[config.mk]
export PLATFORM = sky130hd
export DESIGN_NAME = ocpt_ram
export DESIGN_NICKNAME = d
export VERILOG_FILES = /design/src/rtl/ocpt_ram.sv
export SDC_FILE = /design/constraint.sdc
export NUM_CORES = 1
export LEC_CHECK = 0
export BUFFER_PORTS_ARGS = -buffer_cell sky130_fd_sc_hd__buf_2
export CAP_MARGIN = 25
export CORE_MARGIN = 2
export CORE_UTILIZATION = 55
export CTS_CLUSTER_SIZE = 24
export DETAILED_ROUTE_END_ITERATION = 7
export PLACE_DENSITY = 0.74
export REMOVE_ABC_BUFFERS = 1
export SLEW_MARGIN = 20
export SYNTH_ARGS = -nofsm -noshare
export SYNTH_HDL_FRONTEND = slang
export SYNTH_SLANG_ARGS = --single-unit
[constraint.sdc]
create_clock -name clk -period 2.2 [get_ports clk]
set_clock_uncertainty 0.1 [all_clocks]
set_input_delay 0.11 -clock clk [delete_from_list [all_inputs] [get_ports clk]]
set_output_delay 0.11 -clock clk [all_outputs]
set_load 0.1 [all_outputs]
[src/rtl/ocpt_ram.sv]
// ----------------------------------------------------------------------------
// ocpt_ram
// Generic single-write, single-read RAM with registered read data.
// ----------------------------------------------------------------------------
module ocpt_ram #(
  parameter int WIDTH = 8,
  parameter int DEPTH = 16
) (
  input  logic                     clk,
  input  logic                     we,
  input  logic [$clog2(DEPTH)-1:0] waddr,
  input  logic [WIDTH-1:0]         wdata,
  input  logic [$clog2(DEPTH)-1:0] raddr,
  output logic [WIDTH-1:0]         rdata
);

  logic [WIDTH-1:0] mem_r [DEPTH];
  logic [WIDTH-1:0] rdata_r;

  // write port and registered read port
  always_ff @(posedge clk) begin
    if (we) begin
      mem_r[waddr] <= wdata;
    end
    rdata_r <= mem_r[raddr];
  end

  assign rdata = rdata_r;

endmodule

Yosys cells after proc, flatten, opt, wreduce, memory -nomap -nowiden
Memories as Yosys holds them, arrays and structs flattened. A register that Yosys moved wholly into a read port is not among the register bits. Cells that the tools add are included.

Bits in registers: 0. Bits in writable memories: 128. Bits of input ports: 18. Output and inout bits: 8. Word-level logic and storage cells: 3. Memories: 1.

Memories: mem_r (depth 16, width 8, read ports 1, clocked after Yosys merged registers in 1, wr ports 1, line 17) `logic [WIDTH-1:0] mem_r [DEPTH];`.

Muxes and demuxes: 2.

Operators with widths (number): 2-to-1 mux 1 bit (2).

Depth between registers and ports, before layout
Depth in word-level cells: 2. Mapped depth: 5.

Worst setup path after synthesis
No wires, ideal clock.

Path type: input port to flip-flop. From: input port waddr[2]. To: memory mem_r[0][0] (enable). Arrival time: 1220 ps. Required time: 1717 ps. Path slack: 497 ps. Cell stages on the path: 2. Cells stage by stage: or3b_2 nor3_1.

RTL lines: from (decl) (line 11) `input logic [$clog2(DEPTH)-1:0] waddr,`; to (decl) (line 17).

No word-level cell before the write port.

Worst setup path in the final report
From: register rdata_r[5], in the netlist rdata[5], read port of mem_r. To: output port rdata[5].

RTL lines: from (decl) (line 18) `logic [WIDTH-1:0] rdata_r;`; to (decl) (line 14) `output logic [WIDTH-1:0] rdata`.

No word-level cell between the ends.

==> qor.yml <==
worst_hold_path:
  hold_path_depth: 3
  min-delay-start: "waddr[0]"
  hold_class: "input pin to flop"
  min_to: "mem_r[12][5]"
timing:
  post-route-period-util_pct: 69.2
  final-hold-violation-count: 0
  setup_ws_ns: 0.677
  worstMarginPinSlew_ns: 0.642
  timing.final.crit_period_ns: 1.52
  tns_ns: 0
  rsz0062_at_grt: "no"
  clock.fmax_mhz: 657
  slew_viol_final: 0
  setup_viol: 0
  max_slew_margin_pct: 57.0
die:
  fp.coreArea_sq_um: 9150
  initial_core_util_pct: 56.2
  dieArea_sq_um: 10100
  num_rows: 35
  die_w_um: 101
  die_h_um: 101
  ioPinCount: 26
synthesis:
  synth_edf_count: 128
  synthSimpleGateAreaFrac_pct: 3.18
  synth-xor-area-share_pct: 0
  async_flop_share_pct: 0
  synth_top_family_by_area: "multiplexers"
  synth_top_cell_area_share_pct: 74.7
  ys_warn_count: 0
  ys_top_cells_by_count: "edfxtp_1, mux4_2, a22oi_1"
  synth_area_leaders: "edfxtp_1, mux4_2, mux4_1, dfxtp_1, a22oi_1"
  synth-main-ff-cell: "edfxtp_1"
  yosys_register_bits: 136
  syn_area_sq_um: 5150
  yosys.area.top_type: "edfxtp_1"
  synthMuxAreaShare_pct: 15.0
  synthDistinctLibCells: 19
  yosysMostFrequentCell: "edfxtp_1"
  avgSynthCellArea_sq_um: 22.5
  synth.yosys.seq_area_share_pct: 77.8
  synth_adder_area_share_pct: 0
  syn_inst: 229
  synth_compound_area_share_pct: 2.33
global_routing:
  grtUsageTotal_pct: 20.7
  grt_pass1_vias: 2460
  grt_max_degree: 33
  grt-ovfl-total: 0
  antenna_found_initial: 0
  grt_pass1_wl_um: 14400
setup_path:
  reg2reg_depth: 3
  cp_max_fo: 1
  cp_cell_sequence: "buf_2"
  cp_data_arrival_time_ns: 1.31
  crit_family: "buffers and inverters"
  cp-end-kind: "output pin"
  r2r-start: "mem_r[7][4]"
  r2r-end: "rdata[4]"
  path_class: "flop to output pin"
  slowest_stage: "buf_2"
  slowest_delay_ns: 0.45
  crit_path_start_kind: "flop"
  worstPathRequired_ns: 1.99
  ff2ff_setup_slack_ns: 0.75
  cp_num_buf_inv: 1
clocking:
  cts_root_buffer: "clkbuf_8"
  cts_max_level: 4
  clockBufferDepth: 2
  insertion_delay_ns: 0.51
  numCtsBuffers: 17
  clkSinkCount: 136
  cts_setup_buffers: 0
  hold_buffers: 8
  cts_tree: "yes"
  cts.repair.resized: 0
  clk_pin_slew_ns: 0.06
routing:
  num_vias: 2437
  wl_um: 9560
  wl_per_cell_um: 23.1
  drtPass1Iterations: 4
  vias_per_cell: 5.89
  drcViolationCount: 0
  antenna_violating_nets_post_route: 0
  drt_iter0_drc: 173
placement:
  place_hpwl_um: 5800
  gp_congestion: 0.699
  place_ws_ns: 0.531
  io_buffers: 25
  dp_cells: 374
final_layout:
  final_nets: 308
  antenna_cells: 0
  stdcell_count: 414
  fillers: 581
  layout-drive-gt1-share_pct: 29.4
  syn_to_final_growth_pct: 19.5
job:
  max_cap_violations: 0
pwr:
  power.density_nw_per_um2: 982
  power.leakage_nw: 2.12
  ir_drop_mv: 0.451
status:
  status: "complete, no violations"
==> area by class of cell <==
| cell class | instances | area [sq um] | share of cell area (%) |
|---|---|---|---|
| sequential | 136 | 4000 | 65.1 |
| clock buffer | 22 | 453 | 7.36 |
| multi-input combinational | 83 | 1060 | 17.2 |
| tap | 111 | 139 | 2.26 |
| clock inverter | 10 | 125 | 2.03 |
| timing repair buffer | 52 | 373 | 6.06 |
==> per-layer routing <==
metal  routed length (um)  vias to the layer above  global-route usage (%)
li1                     -                     1092                       -
met5                    0                        -                       0
met2                 4850                       74                    33.2
met3                  507                        9                    5.48
met4                   88                        0                    7.59
met1                 4120                     1262                    27.7
==> state kept, by name, indices dropped and copies added, names as in the netlist <==
name,flops
rdata,8
mem_r,128
==> cell usage in the layout, fill, tap and decap left out, types with 4 or more instances in the layout <==
| cell type | synthesis | layout |
|---|---|---|
| dlygate4sd3_1 | 0 | 8 |
| mux4_2 | 18 | 18 |
| mux4_1 | 14 | 14 |
| clkbuf_16 | 0 | 16 |
| edfxtp_1 | 128 | 128 |
| nor3_1 | 4 | 4 |
| buf_2 | 3 | 25 |
| dfxtp_1 | 8 | 8 |
| a22oi_1 | 16 | 16 |
| nand2_1 | 9 | 9 |
| buf_4 | 1 | 17 |
| nor2_1 | 13 | 13 |
==> worst max-delay path by stage <==
stage / from / to / depth (start not counted)
floorplan: waddr[2] / mem_r[0][0] / 2
global placement: raddr[0] / rdata[0] / 5
detailed placement: raddr[0] / rdata[0] / 5
CTS: rdata[5] / rdata[5] / 1
global route: rdata[2] / rdata[2] / 1
finish: rdata[5] / rdata[5] / 1
==> per-stage QoR <==
stage | util [%] | power, W | hold WS, ns | area [sq um]
floorplan | - | 0.00321 | 0.109 | 5060
global placement | 60.0 | 0.00335 | 0.394 | 5490
detailed placement | 60.0 | 0.00336 | 0.405 | 5490
CTS | 67.2 | 0.00608 | 0.0338 | 6150
global route | 67.2 | 0.00622 | 0.0705 | 6150
finish | 67.2 | 0.00604 | 0.0513 | 6150
==> where the power goes <==
part / leakage (nW) / internal [W] / switching (W) / total [W]
logic: 0.614 / 0.000126 / 0.000272 / 0.000398
clock network: 0.285 / 0.00177 / 0.000958 / 0.00273
registers: 1.22 / 0.00290 / 0.0000184 / 0.00292
total: 2.12 / 0.00479 / 0.00125 / 0.00604
==> worst min-delay path, stage by stage <==
cell and delay (ns):
buf_2 0.14, nor3_1 0.06, buf_4 0.18
==> kinds of logic (layout without fill, tap and decap cells) <==
logic type      Yosys count  after routing
mux                      32             32
simple gates             35             35
flops                   136            136
buf+inv                  10             84
compound gates           16             16
Note: power is estimated with default switching activity, not from simulation.
