===== config.mk =====
export PLATFORM = sky130hd
export DESIGN_NAME = ocpt_merge
export DESIGN_NICKNAME = d
export VERILOG_FILES = /design/src/rtl/ocpt_pkg.sv /design/src/rtl/ocpt_merge.sv
export SDC_FILE = /design/constraint.sdc
export NUM_CORES = 1
export LEC_CHECK = 0
export BUFFER_PORTS_ARGS = -buffer_cell sky130_fd_sc_hd__buf_2
export CORE_MARGIN = 1
export CORE_UTILIZATION = 60
export DETAILED_ROUTE_END_ITERATION = 10
export MAX_ROUTING_LAYER = met4
export PLACE_DENSITY = 0.95
export REMOVE_ABC_BUFFERS = 1
export SYNTH_ARGS = -nofsm -noshare
export SYNTH_HDL_FRONTEND = slang
export SYNTH_SLANG_ARGS = --single-unit

===== constraint.sdc =====
create_clock -name vclk -period 12.65
set_input_delay 1.8975 -clock vclk [all_inputs]
set_output_delay 1.8975 -clock vclk [all_outputs]
set_load 0.03 [all_outputs]

===== src/rtl/ocpt_pkg.sv =====
// ----------------------------------------------------------------------------
// ocpt_pkg
// Shared widths, codes, node summary types and the reset-size helper for the
// ordered pair count tree.
// ----------------------------------------------------------------------------
package ocpt_pkg;

  // tree shape (leaf count is a power of two)
  localparam int LEAVES  = 1024;
  localparam int LEVELS  = $clog2(LEAVES);
  localparam int ADDR_W  = LEVELS + 1;      // heap index of a node, 1..2*LEAVES-1
  localparam int CUR_W   = ADDR_W + 1;      // walk cursor, may step one past the last node
  localparam int DEPTH   = 2 * LEAVES;

  // field widths
  localparam int POS_W   = 11;
  localparam int BEGIN_W = LEVELS + 1;      // begins or size of one node
  localparam int PAIR_W  = 19;

  // operation codes
  localparam logic OP_TOGGLE = 1'b0;
  localparam logic OP_QUERY  = 1'b1;

  // stored per node
  typedef struct packed {
    logic [BEGIN_W-1:0] begins;
    logic [PAIR_W-1:0]  pairs;
  } node_t;

  // summary of a run of points, as merged left to right
  typedef struct packed {
    logic [BEGIN_W-1:0] begins;
    logic [BEGIN_W-1:0] size;
    logic [PAIR_W-1:0]  pairs;
  } summary_t;

  // number of points under a node: LEAVES shifted down by the node's depth
  function automatic logic [BEGIN_W-1:0] node_size(input logic [ADDR_W-1:0] idx);
    logic [BEGIN_W-1:0] size;
    size = '0;
    for (int b = 0; b < ADDR_W; b++) begin
      if (idx[b]) size = BEGIN_W'(LEAVES >> b);
    end
    return size;
  endfunction

endpackage


===== src/rtl/ocpt_merge.sv =====
// ----------------------------------------------------------------------------
// ocpt_merge
// Shared merge unit: joins a left summary and a right summary. Pairs across
// the boundary are the left begins times the right ends.
// ----------------------------------------------------------------------------
module ocpt_merge (
  input  ocpt_pkg::summary_t lhs,
  input  ocpt_pkg::summary_t rhs,
  output ocpt_pkg::summary_t sum
);

  logic [ocpt_pkg::BEGIN_W-1:0]   rhs_ends;
  logic [2*ocpt_pkg::BEGIN_W-1:0] cross_pairs;

  // ends on the right, then cross pairs
  assign rhs_ends    = rhs.size - rhs.begins;
  assign cross_pairs = lhs.begins * rhs_ends;

  // combined summary
  assign sum.begins = lhs.begins + rhs.begins;
  assign sum.size   = lhs.size + rhs.size;
  assign sum.pairs  = lhs.pairs + rhs.pairs + cross_pairs[ocpt_pkg::PAIR_W-1:0];

endmodule


==> After elaboration in Yosys (flattened, before gate mapping) <==
Cells that the tools add are included.
{ "op_classes": {"add_sub_neg": 5, "multipliers": 1} }
{ "op_table": {"columns": ["op", "count"], "rows": [
  ["adder 19 bit", 2],
  ["adder 11 bit", 2],
  ["multiplier 11 x 11 -> 19 bit", 1],
  ["subtractor 11 bit", 1]
]} }
{ "word_totals": {"reg_bits": 0, "inputBits": 82, "out_inout_bits": 41} }

==> Depth between registers and ports, before layout <==
{ "depth": {"ltp_word": 3, "ltp_mapped": 29, "depth_no_buf": 29} }

==> Worst setup path before layout <==
OpenSTA, ideal clock, no wires.
{ "synth_timing": {"kind": "input port to output port", "start": "input port rhs[19] in the netlist's numbering", "end": "output port sum[16] in the netlist's numbering", "t_arrival_ps": 7778, "required_time_ps": 10752, "slack_ps": 2975, "cell_stages": 27, "n_path_buf": 0, "path_cell_list": "inv_1 > ha_1 > inv_1 > fa_1 > a21oi_1 > a2bb2oi_1 > a21oi_1 > a21o_1 > a21oi_1 > xnor2_1 > nand2_1 > fa_1 > fa_1 > inv_1 > fa_1 > inv_1 > fa_1 > fa_1 > inv_1 > ha_1 > a21o_1 > a21oi_1 > o22ai_1 > o21a_1 > nor2_1 > o21ai_0 > xor2_1"} }
{ "synth_rtl": {"columns": ["element", "line", "text"], "rows": [
  ["start: declaration", "ocpt_merge.sv:8", "input ocpt_pkg::summary_t rhs,"],
  ["end: declaration", "ocpt_merge.sv:9", "output ocpt_pkg::summary_t sum"]
]} }

==> impl_metrics.ini <==
[setup_path]
critPathLaunchType = primary input
crit_path_max_incr_delay_ps = 500
cpMostUsedCell = fa_1
crit_arrival_ps = 8600
cp_slowest_cell = fa_1
crit_fanout = 9
required_ps = 10750
cp.buffers_inverters = 7
crit_path_end_kind = output pin
critical-path-top-delay-family = adder cells
critPathKind = primary input to output pin

[synth]
yosysTopAreaCell = fa_1
synth_area_per_cell_um2 = 8.08
muxShareOfSynthArea = 0
synth_top_family_by_area = adder cells
yosys.area_share.simple = 0.171
synth_top_cell_area_share = 0.381
synth_xor_area_frac = 0.0631
synth_area_leaders = fa_1 (38%), ha_1 (16%), inv_1 (13%), and2_1 (4.8%), nand2_1 (4.7%)
ys_types = 45
yosys_warnings = 0
syn-instance-count = 748
synth_compound_area_frac = 0.0826
synth_area_um2 = 6050
synth_fa_ha_area_frac = 0.542
synth_common_cells = inv_1 (206), fa_1 (115), ha_1 (78), nand2_1 (76), and2_1 (46)
synth.most_common_cell = inv_1
synth-seq-area-share = 0

[routing]
avgViaCountPerCell = 5.29
wire_per_inst_um = 13.9
wl_um = 13700
postRouteAntennaNets = 0
num_vias = 5204
drt-initial-drc-count = 210
drc = 0
first_pass_iters = 5

[sta]
post-route-period-util = 0.830
tns_ps = 0
fin_crit_ps = 10500
worst_slew_pin_slew_ps = 1040
hold_violations = 0
rsz0062_at_grt = no
setup_violations = 0
max_slew_margin = 0.301
fmax_ghz = 0.0953
drv_slew = 0

[floorplanning]
dieHeight_um = 102
ios = 123
die_w_um = 102
num_rows = 36
die-area_um2 = 10500
core_um2 = 9770
initial_utilization = 0.619

[global_routing]
grt_use_met2 = 0.550
grt_pass1_wl_um = 23300
grt_max_degree = 14
grt_pass1_vias = 5356
use_met3 = 0.0198
grt-ovfl-total = 0
grtUsageMet1 = 0.335
grt_usage = 0.291
antenna_found_initial = 0
grt_busiest_layer = met2

[clocking]
cts_setup_buffers = 0
ctsResizeCount = 0
ctsHoldBuffers = 0

[cells_and_area]
nFlopsAndLatches = 0
seqCellArea_um2 = 0
synthToLayoutAreaGrowth_pct = 11.6
drive_gt1_frac = 0.150
clock_buffers = 0
diodes = 0
final_nets = 1128

[flow_run]
maxCapViolations = 0

[placed_design]
io_buffers = 123
place_congestion = 0.901
hpwl_um = 11900

[hold_path]
hold_path.class = primary input to output pin

[run_status]
outcome = complete, no violations
path summary, 6_finish.rpt:
check | from | end | slack (ps) | depth (start not counted)
worst max-delay path | rhs[19] | sum[18] | 2150 | 28
worst min-delay path | lhs[19] | sum[19] | 4170 | 3
stage by stage:
step / hold WS, ps / std cells / util / setup WS, ps / instance area [um^2]
2_1_floorplan: 4050 / 728 / - / 2970 / 5970
3_3_place_gp: 4160 / 984 / 0.690 / 2320 / 6750
3_5_place_dp: 4170 / 984 / 0.690 / 2200 / 6750
4_1_cts: 4170 / 984 / 0.690 / 2180 / 6750
5_1_grt: 4180 / 984 / 0.690 / 1790 / 6750
6_report: 4170 / 984 / 0.690 / 2150 / 6750
kinds of logic (layout without fill, tap and decap cells):
| group | count (synthesis) | count (layout) |
|---|---|---|
| adders and majority gates | 193 | 193 |
| and+or+nand+nor | 205 | 205 |
| buffers and inverters | 226 | 329 |
| AOI/OAI and AO/OA | 82 | 82 |
| xor gates and xnor gates | 42 | 42 |
area by class of cell:
type                       instances  area [um^2]
tap                              133          166
multi-input combinational        522         5190
fill                             800         3030
inverter                         206          773
timing repair buffer             123          616
routing by layer:
layer  part of all wire  wire length (um)
met5                  0                 0
met4              0.021               293
met1               0.39              5400
met3              0.051               703
met2               0.53              7280
cell usage in the layout, fill, tap and decap left out, types with 2 or more instances in the layout:
cell type / n
fa_1: 115
ha_1: 78
or4_1: 2
o21ai_0: 25
nor2b_1: 9
a21oi_1: 25
nand3b_1: 2
xnor2_1: 32
inv_1: 206
nor4_1: 2
xor2_1: 9
and2_1: 46
nand2b_1: 12
buf_2: 123
a21o_1: 7
nor2_1: 26
nand4_1: 2
nor3_1: 7
o21a_1: 3
o311ai_0: 2
a21boi_0: 4
nand2_1: 76
a211oi_1: 5
nand3_1: 11
and3_1: 3
worst min-delay path, delay by kind of cell:
family | cells | cell delay [ps]
buf+inv | 2 | 260
fa+ha+maj | 1 | 110
Power is left out: the tool's default activity adds up to more than one toggle a clock period on the data nets, which glitch-free logic cannot reach.
